### src/design/tdf_pkg.sv
// Package with the sizes, codes and control types of the table-driven state machine.
`default_nettype none
package tdf_pkg;

    // Table sizes and state width.
    localparam int EVENT_ENTRIES = 16;
    localparam int TIMED_ENTRIES = 8;
    localparam int STATE_BITS    = 4;
    localparam int MAX_RESULTS   = 10;

    // Derived index and count widths.
    localparam int EV_IW = (EVENT_ENTRIES > 1) ? $clog2(EVENT_ENTRIES) : 1;
    localparam int EV_CW = $clog2(EVENT_ENTRIES + 1);
    localparam int TM_IW = (TIMED_ENTRIES > 1) ? $clog2(TIMED_ENTRIES) : 1;
    localparam int TM_CW = $clog2(TIMED_ENTRIES + 1);
    localparam int RC_W  = $clog2(MAX_RESULTS + 1);

    // Input actions.
    localparam logic [1:0] ACT_RUN     = 2'd0;
    localparam logic [1:0] ACT_TRIGGER = 2'd1;
    localparam logic [1:0] ACT_ADD_EV  = 2'd2;
    localparam logic [1:0] ACT_ADD_TM  = 2'd3;

    // Result kinds.
    localparam logic [1:0] KIND_INIT  = 2'd0;
    localparam logic [1:0] KIND_ACTIV = 2'd1;
    localparam logic [1:0] KIND_TRANS = 2'd2;

    // Register indexes.
    localparam logic REG_START_STATE = 1'b0;

    // Controller states.
    typedef enum logic [2:0] {
        ST_IDLE,
        ST_START,
        ST_ACT,
        ST_TSCAN,
        ST_ESCAN,
        ST_FLUSH
    } t_state;

    // Commands from controller to datapath.
    typedef struct packed {
        logic accept;
        logic start;
        logic activity;
        logic tstep;
        logic estep;
        logic flush;
    } t_cmd;

    // Status from datapath to controller.
    typedef struct packed {
        logic started;
        logic can_emit;
        logic out_free;
        logic pend_v;
        logic t_done;
        logic e_done;
        logic e_match;
    } t_sts;

endpackage
`default_nettype wire

### src/design/tdf_ctrl.sv
// Controller state machine that sequences one input item at a time.
`default_nettype none
module tdf_ctrl (
    input  wire logic          i_clk,
    input  wire logic          i_rst_n,
    input  wire logic          i_valid,
    input  wire logic [1:0]    i_action,
    output logic               o_ready,
    input  wire tdf_pkg::t_sts i_sts,
    output tdf_pkg::t_cmd      o_cmd
);

    tdf_pkg::t_state r_state, n_state;

    // State register.
    always_ff @(posedge i_clk) begin
        if (!i_rst_n) begin
            r_state <= tdf_pkg::ST_IDLE;
        end else begin
            r_state <= n_state;
        end
    end

    // Next state and commands.
    always_comb begin
        n_state = r_state;
        o_cmd   = '0;
        o_ready = 1'b0;
        case (r_state)
            tdf_pkg::ST_IDLE: begin
                o_ready = 1'b1;
                if (i_valid) begin
                    o_cmd.accept = 1'b1;
                    if (i_action == tdf_pkg::ACT_RUN) begin
                        n_state = tdf_pkg::ST_START;
                    end else if (i_action == tdf_pkg::ACT_TRIGGER && i_sts.started) begin
                        n_state = tdf_pkg::ST_ESCAN;
                    end
                end
            end
            tdf_pkg::ST_START: begin
                if (i_sts.can_emit) begin
                    o_cmd.start = 1'b1;
                    n_state = tdf_pkg::ST_ACT;
                end
            end
            tdf_pkg::ST_ACT: begin
                if (i_sts.can_emit) begin
                    o_cmd.activity = 1'b1;
                    n_state = tdf_pkg::ST_TSCAN;
                end
            end
            tdf_pkg::ST_TSCAN: begin
                if (i_sts.t_done) begin
                    n_state = tdf_pkg::ST_FLUSH;
                end else if (i_sts.can_emit) begin
                    o_cmd.tstep = 1'b1;
                end
            end
            tdf_pkg::ST_ESCAN: begin
                if (i_sts.e_done) begin
                    n_state = tdf_pkg::ST_FLUSH;
                end else if (i_sts.can_emit) begin
                    o_cmd.estep = 1'b1;
                    if (i_sts.e_match) begin
                        n_state = tdf_pkg::ST_FLUSH;
                    end
                end
            end
            tdf_pkg::ST_FLUSH: begin
                if (!i_sts.pend_v) begin
                    n_state = tdf_pkg::ST_IDLE;
                end else if (i_sts.out_free) begin
                    o_cmd.flush = 1'b1;
                    n_state = tdf_pkg::ST_IDLE;
                end
            end
            default: begin
                n_state = tdf_pkg::ST_IDLE;
            end
        endcase
    end

endmodule
`default_nettype wire

### src/design/tdf_dp.sv
// Datapath: transition tables, timers, current state and result registers.
`default_nettype none
module tdf_dp (
    input  wire logic          i_clk,
    input  wire logic          i_rst_n,
    input  wire tdf_pkg::t_cmd i_cmd,
    output tdf_pkg::t_sts      o_sts,
    // Fields of the item in transfer
    input  wire logic [1:0]    i_action,
    input  wire logic [31:0]   i_time_now,
    input  wire logic [7:0]    i_event_code,
    input  wire logic [3:0]    i_from_state,
    input  wire logic [3:0]    i_to_state,
    input  wire logic [31:0]   i_interval,
    // Configuration write and read back
    input  wire logic          i_cfg_we,
    input  wire logic [3:0]    i_cfg_wdata,
    output logic [3:0]         o_start_state,
    // Result register
    input  wire logic          i_out_ready,
    output logic               o_out_valid,
    output logic [1:0]         o_kind,
    output logic [3:0]         o_left_state,
    output logic [3:0]         o_entered_state,
    output logic [3:0]         o_entry_index,
    output logic               o_was_timed,
    output logic               o_last
);

    localparam int SB = tdf_pkg::STATE_BITS;

    logic [3:0]                    r_init;
    logic                          r_started;
    logic [SB-1:0]                 r_cur;
    logic [31:0]                   r_now;
    logic [7:0]                    r_code;
    logic [SB-1:0]                 r_ev_from [tdf_pkg::EVENT_ENTRIES];
    logic [SB-1:0]                 r_ev_to   [tdf_pkg::EVENT_ENTRIES];
    logic [7:0]                    r_ev_code [tdf_pkg::EVENT_ENTRIES];
    logic [tdf_pkg::EV_CW-1:0]     r_ev_cnt;
    logic [SB-1:0]                 r_tm_from [tdf_pkg::TIMED_ENTRIES];
    logic [SB-1:0]                 r_tm_to   [tdf_pkg::TIMED_ENTRIES];
    logic [31:0]                   r_tm_ivl  [tdf_pkg::TIMED_ENTRIES];
    logic [31:0]                   r_start   [tdf_pkg::TIMED_ENTRIES];
    logic [tdf_pkg::TM_CW-1:0]     r_tm_cnt;
    logic [tdf_pkg::TM_CW-1:0]     r_tidx;
    logic [tdf_pkg::EV_CW-1:0]     r_eidx;
    logic [tdf_pkg::RC_W-1:0]      r_rcnt;
    // Pending result, held until it is known whether another follows
    logic                          r_p_v;
    logic [1:0]                    r_p_kind;
    logic [3:0]                    r_p_left;
    logic [3:0]                    r_p_ent;
    logic [3:0]                    r_p_idx;
    logic                          r_p_timed;
    // Output register
    logic                          r_o_v;
    logic [1:0]                    r_o_kind;
    logic [3:0]                    r_o_left;
    logic [3:0]                    r_o_ent;
    logic [3:0]                    r_o_idx;
    logic                          r_o_timed;
    logic                          r_o_last;

    logic [tdf_pkg::TM_IW-1:0] ti;
    logic [tdf_pkg::EV_IW-1:0] ei;
    logic                      out_free, t_sel, t_fire, e_match;
    logic                      emit, emit_kept, push, take;
    logic [SB-1:0]             take_to;
    logic [1:0]                e_kind;
    logic [3:0]                e_left, e_ent, e_idx;
    logic                      e_timed;
    logic [31:0]               elapsed;

    assign ti       = r_tidx[tdf_pkg::TM_IW-1:0];
    assign ei       = r_eidx[tdf_pkg::EV_IW-1:0];
    assign out_free = !r_o_v || i_out_ready;
    assign elapsed  = r_now - r_start[ti];
    assign t_sel    = (r_tm_from[ti] == r_cur);
    assign t_fire   = t_sel && (r_start[ti] != 32'd0) && (elapsed >= r_tm_ivl[ti]);
    assign e_match  = (r_ev_from[ei] == r_cur) && (r_ev_code[ei] == r_code);

    // Result and transition selection for this cycle.
    always_comb begin
        emit    = 1'b0;
        take    = 1'b0;
        take_to = r_tm_to[ti];
        e_kind  = tdf_pkg::KIND_ACTIV;
        e_left  = 4'(r_cur);
        e_ent   = 4'(r_cur);
        e_idx   = 4'd0;
        e_timed = 1'b0;
        if (i_cmd.start && !r_started) begin
            emit   = 1'b1;
            e_kind = tdf_pkg::KIND_INIT;
            e_left = 4'(SB'(r_init));
            e_ent  = 4'(SB'(r_init));
        end else if (i_cmd.activity) begin
            emit = 1'b1;
        end else if (i_cmd.tstep && t_fire) begin
            emit    = 1'b1;
            take    = 1'b1;
            e_kind  = tdf_pkg::KIND_TRANS;
            e_ent   = 4'(r_tm_to[ti]);
            e_idx   = 4'(ti);
            e_timed = 1'b1;
        end else if (i_cmd.estep && e_match) begin
            emit    = 1'b1;
            take    = 1'b1;
            take_to = r_ev_to[ei];
            e_kind  = tdf_pkg::KIND_TRANS;
            e_ent   = 4'(r_ev_to[ei]);
            e_idx   = 4'(ei);
        end
    end

    assign emit_kept = emit && (r_rcnt < tdf_pkg::RC_W'(tdf_pkg::MAX_RESULTS));
    assign push      = r_p_v && (emit_kept || i_cmd.flush);

    // Machine state, tables and timers.
    always_ff @(posedge i_clk) begin
        if (!i_rst_n) begin
            r_init    <= 4'd0;
            r_started <= 1'b0;
            r_cur     <= '0;
            r_ev_cnt  <= '0;
            r_tm_cnt  <= '0;
            for (int j = 0; j < tdf_pkg::TIMED_ENTRIES; j++) begin
                r_start[j] <= 32'd0;
            end
        end else begin
            if (i_cfg_we) begin
                r_init <= i_cfg_wdata;
            end
            // Appends are done at the transfer itself.
            if (i_cmd.accept && i_action == tdf_pkg::ACT_ADD_EV
                && r_ev_cnt < tdf_pkg::EV_CW'(tdf_pkg::EVENT_ENTRIES)) begin
                r_ev_from[r_ev_cnt[tdf_pkg::EV_IW-1:0]] <= SB'(i_from_state);
                r_ev_to[r_ev_cnt[tdf_pkg::EV_IW-1:0]]   <= SB'(i_to_state);
                r_ev_code[r_ev_cnt[tdf_pkg::EV_IW-1:0]] <= i_event_code;
                r_ev_cnt <= r_ev_cnt + 1'b1;
            end
            if (i_cmd.accept && i_action == tdf_pkg::ACT_ADD_TM
                && r_tm_cnt < tdf_pkg::TM_CW'(tdf_pkg::TIMED_ENTRIES)) begin
                r_tm_from[r_tm_cnt[tdf_pkg::TM_IW-1:0]] <= SB'(i_from_state);
                r_tm_to[r_tm_cnt[tdf_pkg::TM_IW-1:0]]   <= SB'(i_to_state);
                r_tm_ivl[r_tm_cnt[tdf_pkg::TM_IW-1:0]]  <= i_interval;
                r_start[r_tm_cnt[tdf_pkg::TM_IW-1:0]]   <= 32'd0;
                r_tm_cnt <= r_tm_cnt + 1'b1;
            end
            // First run enters the initial state.
            if (i_cmd.start && !r_started) begin
                r_started <= 1'b1;
                r_cur     <= SB'(r_init);
            end
            // An unarmed timer of the current state is armed with now.
            if (i_cmd.tstep && t_sel && r_start[ti] == 32'd0) begin
                r_start[ti] <= r_now;
            end
            // A transition re-arms every timer of the new state.
            if (take) begin
                r_cur <= take_to;
                for (int j = 0; j < tdf_pkg::TIMED_ENTRIES; j++) begin
                    if (tdf_pkg::TM_CW'(j) < r_tm_cnt && r_tm_from[j] == take_to) begin
                        r_start[j] <= r_now;
                    end
                end
            end
            // The timer that fired is disarmed last.
            if (i_cmd.tstep && t_fire) begin
                r_start[ti] <= 32'd0;
            end
        end
    end

    // Scan indexes and the latched item fields.
    always_ff @(posedge i_clk) begin
        if (i_cmd.accept) begin
            r_now  <= i_time_now;
            r_code <= i_event_code;
            r_tidx <= '0;
            r_eidx <= '0;
        end else begin
            if (i_cmd.tstep) begin
                r_tidx <= r_tidx + 1'b1;
            end
            if (i_cmd.estep) begin
                r_eidx <= r_eidx + 1'b1;
            end
        end
    end

    // Pending result and output register.
    always_ff @(posedge i_clk) begin
        if (!i_rst_n) begin
            r_p_v  <= 1'b0;
            r_o_v  <= 1'b0;
            r_rcnt <= '0;
        end else begin
            if (i_cmd.accept) begin
                r_rcnt <= '0;
            end else if (emit_kept) begin
                r_rcnt <= r_rcnt + 1'b1;
            end
            if (emit_kept) begin
                r_p_v <= 1'b1;
            end else if (i_cmd.flush) begin
                r_p_v <= 1'b0;
            end
            if (push) begin
                r_o_v <= 1'b1;
            end else if (i_out_ready) begin
                r_o_v <= 1'b0;
            end
        end
        if (emit_kept) begin
            r_p_kind  <= e_kind;
            r_p_left  <= e_left;
            r_p_ent   <= e_ent;
            r_p_idx   <= e_idx;
            r_p_timed <= e_timed;
        end
        if (push) begin
            r_o_kind  <= r_p_kind;
            r_o_left  <= r_p_left;
            r_o_ent   <= r_p_ent;
            r_o_idx   <= r_p_idx;
            r_o_timed <= r_p_timed;
            r_o_last  <= i_cmd.flush;
        end
    end

    // Status to the controller.
    always_comb begin
        o_sts.started  = r_started;
        o_sts.can_emit = !r_p_v || out_free;
        o_sts.out_free = out_free;
        o_sts.pend_v   = r_p_v;
        o_sts.t_done   = (r_tidx >= r_tm_cnt);
        o_sts.e_done   = (r_eidx >= r_ev_cnt);
        o_sts.e_match  = e_match;
    end

    assign o_start_state   = r_init;
    assign o_out_valid     = r_o_v;
    assign o_kind          = r_o_kind;
    assign o_left_state    = r_o_left;
    assign o_entered_state = r_o_ent;
    assign o_entry_index   = r_o_idx;
    assign o_was_timed     = r_o_timed;
    assign o_last          = r_o_last;

endmodule
`default_nettype wire

### src/design/table_driven_fsm_with_timed_transitions.sv
// Top level of the programmable table-driven state machine with timed transitions.
//
// Channel  Dir  Handshake          Payload
// s_       in   s_tvalid/s_tready  tuser: action; tdata: time, code, from, to, interval
// m_       out  m_tvalid/m_tready  tuser: kind; tlast: last; tdata: left, entered, index, timed
// apb      in   psel/penable       start state register at byte address 0
//
// An append or an ignored trigger leaves the controller in idle. A trigger scans the event
// table entry by entry, stopping at the first match or at the end of the table, then flushes.
// A run item goes through start, activity, the single shared scan over the timed table and flush.
// Reset is synchronous and clears counters, timers, the started flag and the outputs.
// While a result waits and the output register is still full, the sequence holds.
`default_nettype none
module table_driven_fsm_with_timed_transitions (
    input  wire logic        i_clk,
    input  wire logic        i_rst_n,
    input  wire logic        s_tvalid,
    output logic             s_tready,
    // tuser: action[1:0]
    input  wire logic [1:0]  s_tuser,
    // tdata: time_now[31:0], event_code[39:32], from_state[43:40], to_state[47:44],
    //        interval[79:48]
    input  wire logic [79:0] s_tdata,
    output logic             m_tvalid,
    input  wire logic        m_tready,
    // tuser: kind[1:0]
    output logic [1:0]       m_tuser,
    output logic             m_tlast,
    // tdata: left_state[3:0], entered_state[7:4], entry_index[11:8], was_timed[12], zeros
    output logic [15:0]      m_tdata,
    input  wire logic        psel,
    input  wire logic        penable,
    input  wire logic        pwrite,
    input  wire logic [2:0]  paddr,
    input  wire logic [31:0] pwdata,
    output logic [31:0]      prdata,
    output logic             pready
);

    tdf_pkg::t_cmd cmd;
    tdf_pkg::t_sts sts;
    logic          cfg_we;
    logic [3:0]    init_state, left_s, ent_s, idx_s;
    logic          timed_s;

    // Configuration write on the access phase.
    assign pready = 1'b1;
    assign cfg_we = psel && penable && pwrite && (paddr[2] == tdf_pkg::REG_START_STATE);
    assign prdata = (paddr[2] == tdf_pkg::REG_START_STATE) ? {28'd0, init_state} : 32'd0;

    tdf_ctrl u_ctrl (
        .i_clk    (i_clk),
        .i_rst_n  (i_rst_n),
        .i_valid  (s_tvalid),
        .i_action (s_tuser),
        .o_ready  (s_tready),
        .i_sts    (sts),
        .o_cmd    (cmd)
    );

    tdf_dp u_dp (
        .i_clk           (i_clk),
        .i_rst_n         (i_rst_n),
        .i_cmd           (cmd),
        .o_sts           (sts),
        .i_action        (s_tuser),
        .i_time_now      (s_tdata[31:0]),
        .i_event_code    (s_tdata[39:32]),
        .i_from_state    (s_tdata[43:40]),
        .i_to_state      (s_tdata[47:44]),
        .i_interval      (s_tdata[79:48]),
        .i_cfg_we        (cfg_we),
        .i_cfg_wdata     (pwdata[3:0]),
        .o_start_state   (init_state),
        .i_out_ready     (m_tready),
        .o_out_valid     (m_tvalid),
        .o_kind          (m_tuser),
        .o_left_state    (left_s),
        .o_entered_state (ent_s),
        .o_entry_index   (idx_s),
        .o_was_timed     (timed_s),
        .o_last          (m_tlast)
    );

    // Result fields packed from the lowest bit up.
    assign m_tdata = {3'd0, timed_s, idx_s, ent_s, left_s};

endmodule
`default_nettype wire

### config.mk
export PLATFORM = sky130hd
export DESIGN_NAME = table_driven_fsm_with_timed_transitions
export DESIGN_NICKNAME = d
export VERILOG_FILES = /design/src/design/tdf_pkg.sv /design/src/design/tdf_ctrl.sv /design/src/design/tdf_dp.sv /design/src/design/table_driven_fsm_with_timed_transitions.sv
export SDC_FILE = /design/constraint.sdc
export NUM_CORES = 1
export LEC_CHECK = 0
export BUFFER_PORTS_ARGS = -buffer_cell sky130_fd_sc_hd__buf_2
export CELL_PAD_IN_SITES_DETAIL_PLACEMENT = 0
export CELL_PAD_IN_SITES_GLOBAL_PLACEMENT = 2
export CORE_ASPECT_RATIO = 1.1
export CORE_MARGIN = 4
export CORE_UTILIZATION = 48
export CTS_BUF_LIST = sky130_fd_sc_hd__clkbuf_2 sky130_fd_sc_hd__clkbuf_4 sky130_fd_sc_hd__clkbuf_8
export DETAILED_ROUTE_END_ITERATION = 8
export MAX_ROUTING_LAYER = met4
export PLACE_DENSITY = 0.83
export SLEW_MARGIN = 10
export SYNTH_ARGS = -nofsm -noshare
export SYNTH_HDL_FRONTEND = slang
export SYNTH_SLANG_ARGS = --single-unit
### constraint.sdc
create_clock -name i_clk -period 9.5 [get_ports i_clk]
set_input_delay 1.9 -clock i_clk [delete_from_list [all_inputs] [get_ports i_clk]]
set_output_delay 1.9 -clock i_clk [all_outputs]
set_load 0.02 [all_outputs]
# After elaboration in Yosys (flattened, before gate mapping)
# Memories as Yosys holds them, arrays and structs flattened. A register that Yosys moved wholly into a read port is not among the register bits.
# Cells that the tools add are included.
# word_totals
latchBits	0
ram_bits	832
rom_bits	0
output_inout_bits	54
elab_cells	257
regBits	107
memories	7
inputBits	124
# op_classes
n_mux	122
shift	0
multipliers	0
bitwise_logic	12
reduce_logical	43
magnitude_cmp	14
div_mod_pow	0
eq_ne	27
n_addsub	6
# mem_list
name	words	width	read_ports	rd_ports_with_merged_regs	wr	line_no	rtl
u_dp.r_start	8	32	1	1	9	tdf_dp.sv:44	logic [31:0] r_start [tdf_pkg::TIMED_ENTRIES];
u_dp.r_tm_ivl	8	32	1	1	1	tdf_dp.sv:43	logic [31:0] r_tm_ivl [tdf_pkg::TIMED_ENTRIES];
u_dp.r_ev_code	16	8	1	1	1	tdf_dp.sv:39	logic [7:0] r_ev_code [tdf_pkg::EVENT_ENTRIES];
u_dp.r_ev_from	16	4	1	1	1	tdf_dp.sv:37	logic [SB-1:0] r_ev_from [tdf_pkg::EVENT_ENTRIES];
u_dp.r_ev_to	16	4	1	1	1	tdf_dp.sv:38	logic [SB-1:0] r_ev_to [tdf_pkg::EVENT_ENTRIES];
u_dp.r_tm_from	8	4	9	1	1	tdf_dp.sv:41	logic [SB-1:0] r_tm_from [tdf_pkg::TIMED_ENTRIES];
+1 memories	--	--	--	--	--	--	
# op_table
cell	n
32-bit 2-to-1 mux	10
1-bit 2-to-1 mux	70
4-bit 2-to-1 mux	17
3-bit 2-to-1 mux	22
4-bit == test	10
32-bit greater-or-equal comparator	1
32-bit logical NOT	1
32-bit nonzero test	1
32-bit OR reduction	1
32-bit subtractor	1
1-bit logical AND	26
3-bit case mux with 6 select lines	1
3-bit by 4-bit less-than comparator with 1-bit output (first input constant)	4
4-bit by 1-bit adder with 4-bit output (second input constant)	3
5-bit by 1-bit adder with 5-bit output (second input constant)	2
1-bit OR	9
8-bit == test	1
1-bit by 4-bit less-than comparator with 1-bit output (first input constant)	2
2-bit by 4-bit less-than comparator with 1-bit output (first input constant)	2
4-bit less-than comparator (second input constant)	2
2-bit inequality test (second input constant)	4
8-bit AND reduction	1
3-bit by 2-bit == test with 1-bit output (second input constant)	2
3-bit == test (second input constant)	2
other kinds (18)	29

# Longest topological paths before layout
# Gate-level depths: netlist of the first run.
# logic_depth
depth_word	19
depth_mapped	39
depth_no_buf	30

# Hierarchy
# Synthesis of the first run repeated with hierarchy kept, for this count alone.
# hier_totals
hier_cells	2586
hier_area_um2	42107.9
# by_module_without_submodules
module	instances	area_per_inst_um2	cells_each	seq_area_each_um2
tdf_dp	1	41488.5	2504	27916.8
tdf_ctrl	1	319.1	42	60.1
table_driven_fsm_with_timed_transitions	1	300.3	40	0.0

# Least setup slack after synthesis of the first run
# OpenSTA, ideal clock, no wires.
# synth_timing
kind	input to register
startpoint	in s_tvalid
endpoint	mem u_dp.r_start[0][0], enable pin
t_arrival_ps	8525
n_path_buf	0
setup_slack_ps	580
setup_ps	395
t_required_ps	9105
path_stages	8
cell_sequence	nand2b_1 -> nor3_1 -> nand2_1 -> nor3b_1 -> nand2_1 -> nor4_1 -> a21oi_1 -> nand3_1
# synth_lines
item	line_no	rtl
from (decl)	table_driven_fsm_with_timed_transitions.sv:17	input wire logic s_tvalid,
to (decl)	tdf_dp.sv:44	

==> run_results.csv, run 1 <==
group,metric,value,unit
clock_tree,clk_pin_slew_worst_paths,0.06,ns
power,sw_frac_of_total,24.74,%
synth,synth_top_family_by_area,"multiplexers",
synth,synth_cell_types,101,
clock_tree,clockRootBuffer,"clkbuf_8",
synth,synth_common_cells,"edfxtp_1 (903), mux4_2 (187), and2_1 (169)",
die,ioPinCount,178,
die,design.core.area,88010,um^2
grt,top_usage_layer,"met2",
grt,grt_use_met1,26.71,%
worst_setup_path,max_stage_delay,0.92,ns
timing,rsz0062_at_grt,"no",
timing,post-route-min-period,8.245,ns
min_path,hp-class,"register to register",
die,die_h,320.5,um
timing,whs,0.4142,ns
power,p_leak,0.01566,uW
worst_setup_path,critPathTopFamily,"compound AO/OA/AOI/OAI gates",
power,p_seq_share,52.5,%
timing,max-slew-margin-rel,29.52,%
clock_tree,ctsHoldBuffers,0,
placed_design,io_buffers,115,
synth,synthMuxAreaShare,13.89,%
synth,yosys_warnings,0,
run,max_cap_violations,0,
synth,synth_top_area_cell,"edfxtp_1",
routing,viasPerCell,5.742,
synth,synth-seq-cells,946,
timing,fmax,121.3,MHz
clock_tree,clock_path_buffers,3,
synth,seq_area_frac_synth,65.66,%
worst_setup_path,cp_num_buf_inv,2,
timing,fin_crit_sh,86.79,%
timing,skew,0.04429,ns
synth,synth.cell_area,42610,um^2
final_layout,syn_to_final_growth,11.23,%
power,clock_power_share,38.0,%
worst_setup_path,endpoint_kind,"register",
clock_tree,cts_tree,"yes",
power,p_per_area,195.7,nW/um^2
synth,synth.most_common_cell,"edfxtp_1",
synth,yosys.area_share.simple,8.903,%
worst_setup_path,path_class,"register to register",
worst_setup_path,path_max_fanout,65,
clock_tree,post_cts_buffers,0,
routing,routedWlPerCell,25.01,um
worst_setup_path,crit_path_frequent_cell,"nand2_1",
final_layout,drive_gt1_share,22.47,%
timing,tns,0,ns
grt,met2_usage,39.02,%
die,dieWidth,292.1,um
power,internal_power,6980,uW
worst_setup_path,cp_slowest_cell,"dfxtp_4",
clock_tree,clkLatencyLatePin,0.84,ns
die,dieArea,93610,um^2
synth,synth_adder_area_share,2.572,%
power,ir_worst_vdd,0.0001999,V
routing,drt_wl_total,103000,um
synth,synth_edf_count,903,
synth,postSynthCellCount,2627,
synth,yosys_most_used_dff,"edfxtp_1",
die,rows,114,
routing,drc,0,
power,combPwrFrac,9.5,%
final_layout,nNetsFinal,3046,
grt,grt_pass1_vias,24740,
die,initial_core_util,48.42,%
synth,postSynth.asyncResetShare,0,%
routing,drtPass1Iterations,5,
worst_setup_path,arrival,8.60,ns
synth,synth_xor_area_share,1.480,%
routing,ant_nets,0,
placed_design,dpl.cell_count,3836,
placed_design,gp_congestion,0.8769,
grt,grt_max_degree,86,
placed_design,dpl.hpwl,64120,um
status,status,"finished, final reports clean",
grt,gr-usage-met3,4.383,%
synth,synth_top_area_share,63.64,%
clock_tree,numCtsBuffers,157,
routing,routed-via-count,23650,
synth,avgSynthCellArea,16.22,um^2
worst_setup_path,cp-start-kind,"register",
clock_tree,cts_num_sinks,946,
grt,grt_overflow,0,
timing,worstMarginPinSlew,1.028,ns
final_layout,finalNonFillerCells,4118,
timing,finalHoldViolations,0,
timing,drv_slew,0,
synth,synth_area_leaders,"edfxtp_1 (64%), mux4_2 (9.9%), mux2i_1 (3.6%)",
synth,synth-compound-area-share,4.716,%
clock_tree,htreeDepth,4,
worst_setup_path,cp_data_required_time,9.86,ns
grt,grt_pass1_wl,154500,um
power,p_switching,2295,uW
routing,first_iter_violations,1774,
clock_tree,cts-resized-gates,0,
timing,setup_viol,0,
grt,antenna_found_initial,11,
grt,grt_usage,22.79,%
state kept, by name, summed over array words and instances (netlist names), 5 cells and up, named ones only:
name	flops
u_dp.r_tm_from	32
u_dp.r_start	256
u_dp.r_now	32
u_dp.r_code	8
u_dp.r_tm_ivl	256
u_dp.r_ev_code	128
u_dp.r_eidx	5
u_dp.r_ev_from	64
u_dp.r_tm_to	32
u_dp.r_ev_to	64
u_dp.r_ev_cnt	5
stage by stage:
stage / cell area, um^2 / setup WS, ns / util, % / total power, uW
6_report: 47390 / 1.255 / 53.85 / 9275
5_1_grt: 47390 / 0.4589 / 53.85 / 9687
4_1_cts: 47380 / 1.077 / 53.83 / 9381
3_5_place_dp: 44300 / 1.131 / 50.34 / 5837
3_3_place_gp: 44300 / 1.159 / 50.34 / 5822
2_1_floorplan: 42720 / 0.5805 / - / 5491
layout make-up:
cell class | instances | area [um^2]
Tap cell | 1160 | 1451
Multi-Input combinational cell | 1515 | 13680
Antenna cell | 7 | 17.52
Inverter | 43 | 161.4
Sequential cell | 946 | 28000
Clock buffer | 203 | 2519
Timing Repair Buffer | 172 | 1016
Clock inverter | 72 | 554.3
Fill cell | 7037 | 40610
worst register-to-register path: cells and delay by family, from the launching register on:
family | cells | cell delay, ns
compound gates | 12 | 3.29
simple gates | 6 | 1.26
flops | 1 | 0.92
buf+inv | 2 | 0.89
mux | 2 | 0.71
fa+ha+maj | 2 | 0.57
xor+xnor | 1 | 0.15
worst paths after layout:
check	cells after the start	slack [ns]	to	startpoint
hold / removal	0	0.41	u_dp.o_entry_index[0]$_DFFE_PP_	u_dp.r_p_idx[0]$_SDFFCE_PP0P_
setup reg to reg	25	1.25	u_dp.o_entry_index[2]$_DFFE_PP_	register
hold reg to reg	0	0.41	u_dp.o_entry_index[0]$_DFFE_PP_	u_dp.r_p_idx[0]$_SDFFCE_PP0P_
setup / recovery	25	1.25	u_dp.o_entry_index[2]$_DFFE_PP_	register
cells in the final DEF, fill, tap and decap left out, types with 20 or more instances in the layout:
cell,Yosys,routed
edfxtp_1,903,903
mux4_2,187,187
and2_1,169,169
clkbuf_8,0,159
mux2i_1,153,153
nor2_1,119,119
buf_2,28,115
nor2b_1,109,109
ha_1,86,86
nand2_1,74,74
a21oi_1,67,67
buf_4,41,56
xnor2_1,52,52
nor3_1,53,49
o21ai_0,47,47
clkbuf_4,0,44
inv_1,42,40
dfxtp_1,43,37
clkinv_1,1,36
nand3_1,38,34
conb_1,2,32
nand2b_1,23,23
a21o_1,23,23
xor2_1,20,20
routing by layer:
metal	vias to the layer above	part of all wire, %
met2	709	53
met3	208	5.0
met1	12080	39
li1	10650	-
met5	-	0
met4	0	3.7
logic make-up after synthesis:
| logic type | after synthesis |
|---|---|
| XOR/XNOR | 72 |
| adder cells (fa/ha/maj) | 87 |
| flip-flops | 946 |
| AO/OA/AOI/OAI | 288 |
| buffers and inverters | 196 |
| multiplexers | 353 |
| AND/OR/NAND/NOR | 683 |
| other | 2 |
power groups by stage:
| stage | Combinational [uW] | Sequential (uW) | Clock, uW |
|---|---|---|---|
| detailed placement | 885 | 4950 | 0 |
| global placement | 875 | 4950 | 0 |
| finish | 879 | 4870 | 3530 |
| CTS | 892 | 4870 | 3620 |
| floorplan | 608 | 4880 | 0 |
| global route | 976 | 4880 | 3830 |
(Power assumes the default switching activity.)
==> run 2, diff against run 1 <==
- CORE_UTILIZATION: 48 -> 46
- CTS_BUF_LIST: sky130_fd_sc_hd__clkbuf_2 sky130_fd_sc_hd__clkbuf_4 sky130_fd_sc_hd__clkbuf_8 -> unset
- PLACE_DENSITY: 0.83 -> 0.8
- REMOVE_ABC_BUFFERS: unset -> 1
==> run_results.csv, run 2 (synthesis results as in run 1) <==
group,metric,value,unit
status,status,"finished, final reports clean",
timing,setup_ws,1.333,ns
min_path,hp-class,"register to register",
final_layout,final_cell_mix,"edfxtp_1 (903), mux4_2 (187), and2_1 (169), mux2i_1 (153), nor2_1 (119)",
power,p_leak,0.01562,uW
routing,viasPerCell,5.763,
timing,drv_slew,0,
timing,rsz0062_at_grt,"no",
placed_design,dpl.hpwl,65870,um
timing,max-slew-margin-rel,19.87,%
final_layout,nNetsFinal,2993,
final_layout,stdcell_area,47570,um^2
routing,routedWlPerCell,26.08,um
routing,routed-via-count,23320,
worst_setup_path,path_class,"register to register",
worst_setup_path,cp_data_required_time,9.82,ns
clock_tree,cts-resized-gates,0,
clock_tree,clock_path_buffers,3,
placed_design,io_buffers,115,
final_layout,multi_input_area,13680,um^2
timing,fmax,122.4,MHz
grt,grt_usage,22.19,%
clock_tree,clkLatencyLatePin,0.69,ns
placed_design,gp_congestion,0.8302,
final_layout,fill_cells,7381,
die,dieWidth,298.2,um
timing,fin_crit_sh,85.97,%
clock_tree,ctsHoldBuffers,0,
die,design.core.area,91440,um^2
worst_setup_path,cp-start-kind,"register",
routing,ant_nets,0,
grt,grt_pass1_vias,24220,
timing,setup_viol,0,
run,max_cap_violations,0,
grt,grt_max_degree,58,
routing,first_iter_violations,2049,
worst_setup_path,path_max_fanout,32,
routing,drt_wl_total,105500,um
timing,skew,0.02268,ns
die,ioPinCount,178,
clock_tree,cts_num_sinks,946,
placed_design,dp_slack,1.441,ns
clock_tree,clockRootBuffer,"clkbuf_16",
worst_setup_path,endpoint_kind,"register",
clock_tree,post_cts_buffers,0,
clock_tree,htreeDepth,3,
timing,post-route-min-period,8.167,ns
final_layout,drive_gt1_share,19.96,%
timing,finalHoldViolations,0,
routing,drtPass1Iterations,5,
final_layout,final_util,52.03,%
clock_tree,cts_tree,"yes",
final_layout,layout_commonest_cell,"edfxtp_1",
grt,grt_pass1_wl,156200,um
clock_tree,clk_pin_slew_worst_paths,0.06,ns
routing,drc,0,
die,rows,116,
placed_design,place_area,44370,um^2
worst_setup_path,ff2ff_path_depth,24,
power,p_per_area,201.0,nW/um^2
min_path,whs_path_depth,0,
die,dieArea,97570,um^2
worst_setup_path,arrival,8.49,ns
final_layout,seq_area,28000,um^2
grt,grt_overflow,0,
power,ir_worst_vdd,0.0001656,V
grt,antenna_found_initial,9,
timing,tns,0,ns
timing,worstMarginPinSlew,1.197,ns
final_layout,syn_to_final_growth,11.65,%
die,initial_core_util,46.60,%
die,die_h,327.2,um
clock_tree,numCtsBuffers,98,
run 2: cell types whose count changed in the layout (fill, tap and decap cells not counted), moves of 2 or more:
cell / change
clkbuf_4: -44
bufinv_16: +4
inv_12: -3
clkinv_8: +3
clkbuf_16: +98
clkinv_1: -18
diode_2: -2
inv_16: +3
inv_8: -4
clkbuf_1: +20
clkbuf_8: -159
buf_4: +6
clkinv_4: +5
run 2: routing by layer:
metal / wire length [um] / vias up / track usage, %
met5: 0 / - / -
met4: 2909 / 0 / 7.141
met3: 5578 / 177 / 3.884
met2: 55020 / 630 / 38.31
met1: 42010 / 11990 / 26.71
li1: - / 10520 / -
run 2: worst paths after layout:
kind / end / start / slack (ns)
min: u_dp.o_entered_state[3]$_DFFE_PP_ / u_dp.r_p_ent[3]$_DFFE_PP_ / 0.42
min reg2reg: u_dp.o_entered_state[3]$_DFFE_PP_ / u_dp.r_p_ent[3]$_DFFE_PP_ / 0.42
max reg2reg: u_dp.r_start[5][7]$_DFFE_PP_ / register / 1.33
max: u_dp.r_start[5][7]$_DFFE_PP_ / register / 1.33
run 2: stage by stage:
stage               instances  power (uW)  hold WS [ns]
finish                   4046        9561        0.4244
global route             4045        9930        0.4348
CTS                      4041        9659        0.4237
detailed placement       3862        5846        0.4077
global placement         3862        5829        0.4053
floorplan                2504        5477        0.4003
run 2: layout make-up:
type                    count  area share (%)
flip-flops and latches    946           58.85
multi-input cells        1515           28.75
clock buffers             118           5.313
well taps                1180           3.104
repair buffers            178           2.230
clock inverters            61           1.386
inverters                  43          0.3393
diodes                      5         0.02630
run 2: report_power, final:
group	internal, uW	switching [uW]
clock network	2190	1620
logic	340	552
registers	4730	137
run 2: critical path: stages, from the launching register on:
cell and delay, ns:
dfxtp_4 0.72, mux4_2 0.59, mux2i_1 0.26, ha_1 0.29, nor2b_1 0.13, o21ai_0 0.25, a21oi_1 0.16, o2111ai_1 0.40
a21boi_0 0.23, o2111ai_1 0.41, a31oi_1 0.20, a211oi_1 0.43, a21oi_1 0.15, xnor2_1 0.42, ha_1 0.22, nand4_1 0.08
nor3_1 0.17, nand3_1 0.14, nand2_1 0.16, and3_1 0.78, nand2_1 0.36, a31o_2 0.38, nor3_1 0.17, nand3b_1 0.13
buf_4 0.45
==> run 3, diff against run 2 <==
- REMOVE_ABC_BUFFERS: 1 -> unset
==> run_results.csv, run 3 (synthesis results as in run 1) <==
group,metric,value,unit
status,status,"finished, final reports clean",
worst_setup_path,cp_slowest_cell,"nand3_2",
timing,drv_slew,0,
routing,met2_length,55650,um
clock_tree,cts_num_sinks,946,
worst_setup_path,critPathTopFamily,"compound AO/OA/AOI/OAI gates",
power,finalPower,9497,uW
power,ir_worst_vdd,0.0001604,V
routing,routedWlPerCell,25.85,um
grt,grt_usage,21.87,%
routing,ant_nets,0,
placed_design,dpl.hpwl,65160,um
die,die_h,327.2,um
routing,viasPerCell,5.814,
grt,grt_pass1_wl,154900,um
final_layout,nNetsFinal,2987,
clock_tree,cts_tree,"yes",
final_layout,syn_to_final_growth,11.49,%
clock_tree,cts-resized-gates,0,
power,p_leak,0.01559,uW
timing,fmax,117.4,MHz
die,design.core.area,91440,um^2
worst_setup_path,cp-start-kind,"register",
worst_setup_path,endpoint_kind,"register",
timing,finalHoldViolations,0,
worst_setup_path,crit_path_frequent_cell,"a21oi_1",
grt,grt_max_degree,96,
routing,drtPass1Iterations,7,
worst_setup_path,arrival,8.61,ns
die,ioPinCount,178,
timing,post-route-min-period,8.517,ns
timing,rsz0062_at_grt,"no",
timing,max-slew-margin-rel,22.69,%
routing,maxUsedRoutingLayer,"met4",
clock_tree,htreeDepth,3,
timing,skew,0.02507,ns
die,rows,116,
placed_design,io_buffers,115,
worst_setup_path,path_class,"register to register",
timing,fin_crit_sh,89.65,%
clock_tree,clk_pin_slew_worst_paths,0.06,ns
grt,grt_pass1_vias,24140,
die,initial_core_util,46.60,%
routing,routed-via-count,23500,
final_layout,final_cell_mix,"edfxtp_1 (903), mux4_2 (187), and2_1 (169), mux2i_1 (153), nor2_1 (119)",
routing,first_iter_violations,1941,
clock_tree,numCtsBuffers,97,
clock_tree,post_cts_buffers,0,
placed_design,gp_congestion,0.8845,
timing,setup_viol,0,
clock_tree,clock_path_buffers,3,
die,dieArea,97570,um^2
final_layout,drive_gt1_share,19.67,%
routing,drt_wl_total,104500,um
run,max_cap_violations,0,
routing,drt-met1-wl,41240,um
worst_setup_path,max_stage_delay,0.90,ns
grt,antenna_found_initial,6,
final_layout,fill_cells,7444,
clock_tree,clkLatencyLatePin,0.69,ns
clock_tree,clockRootBuffer,"clkbuf_16",
power,p_per_area,199.9,nW/um^2
worst_setup_path,path_max_fanout,95,
routing,drc,0,
grt,grt_overflow,0,
worst_setup_path,cp_data_required_time,9.59,ns
die,dieWidth,298.2,um
timing,tns,0,ns
clock_tree,ctsHoldBuffers,0,
final_layout,layout_commonest_cell,"edfxtp_1",
timing,worstMarginPinSlew,1.160,ns
min_path,hp-class,"register to register",
worst_setup_path,cp_num_buf_inv,2,
routing,routed-wl-met3,4888,um
[run 3: cell count changes in the layout (fill, tap and decap cells not counted), sizes merged]
cell	previous run	this run
buf	178	173
clkinvlp	5	2
diode	5	4
bufinv	10	7
clkbuf	118	122
clkinv	41	46
inv	48	46
[run 3: where the power goes]
group / internal (uW) / switching (uW) / leakage, uW / total (uW)
logic: 343 / 536 / 0.00522 / 878
registers: 4730 / 146 / 0.00883 / 4870
clock network: 2130 / 1610 / 0.00153 / 3750
total: 7200 / 2300 / 0.0156 / 9500
[run 3: path summary, 6_finish.rpt]
path                                   from                             to  slack [ns]  cells after the start
min          u_dp.r_p_kind[1]$_SDFFCE_PP0P_       u_dp.o_kind[1]$_DFFE_PP_        0.42                      0
max                                register  u_dp.r_start[3][15]$_DFFE_PP_        0.98                     25
max reg2reg                        register  u_dp.r_start[3][15]$_DFFE_PP_        0.98                     25
min reg2reg  u_dp.r_p_kind[1]$_SDFFCE_PP0P_       u_dp.o_kind[1]$_DFFE_PP_        0.42                      0
[run 3: layer usage]
layer	GRT usage (%)	vias to the layer above
met5	-	-
met1	26.36	12180
met4	6.460	0
met2	38.65	660
met3	2.969	146
li1	-	10510
[run 3: per-stage QoR]
step	setup WS (ns)	util, %	hold slack [ns]	instances	instance area (um^2)
global placement	1.121	48.51	0.4091	3857	44360
CTS	1.032	51.94	0.4245	4037	47490
detailed placement	1.087	48.51	0.4056	3857	44360
floorplan	0.5805	-	0.4003	2657	42720
global route	0.5197	51.95	0.4242	4040	47500
finish	0.9835	51.95	0.4194	4041	47500
[run 3: area by class of cell]
type,count,area (um^2),share of cell area (%)
inverters,43,161.4,0.3398
diodes,4,10.01,0.02107
flip-flops and latches,946,28000,58.94
clock inverters,58,550.5,1.159
repair buffers,173,1049,2.207
clock buffers,122,2584,5.439
multi-input cells,1515,13680,28.79
well taps,1180,1476,3.108
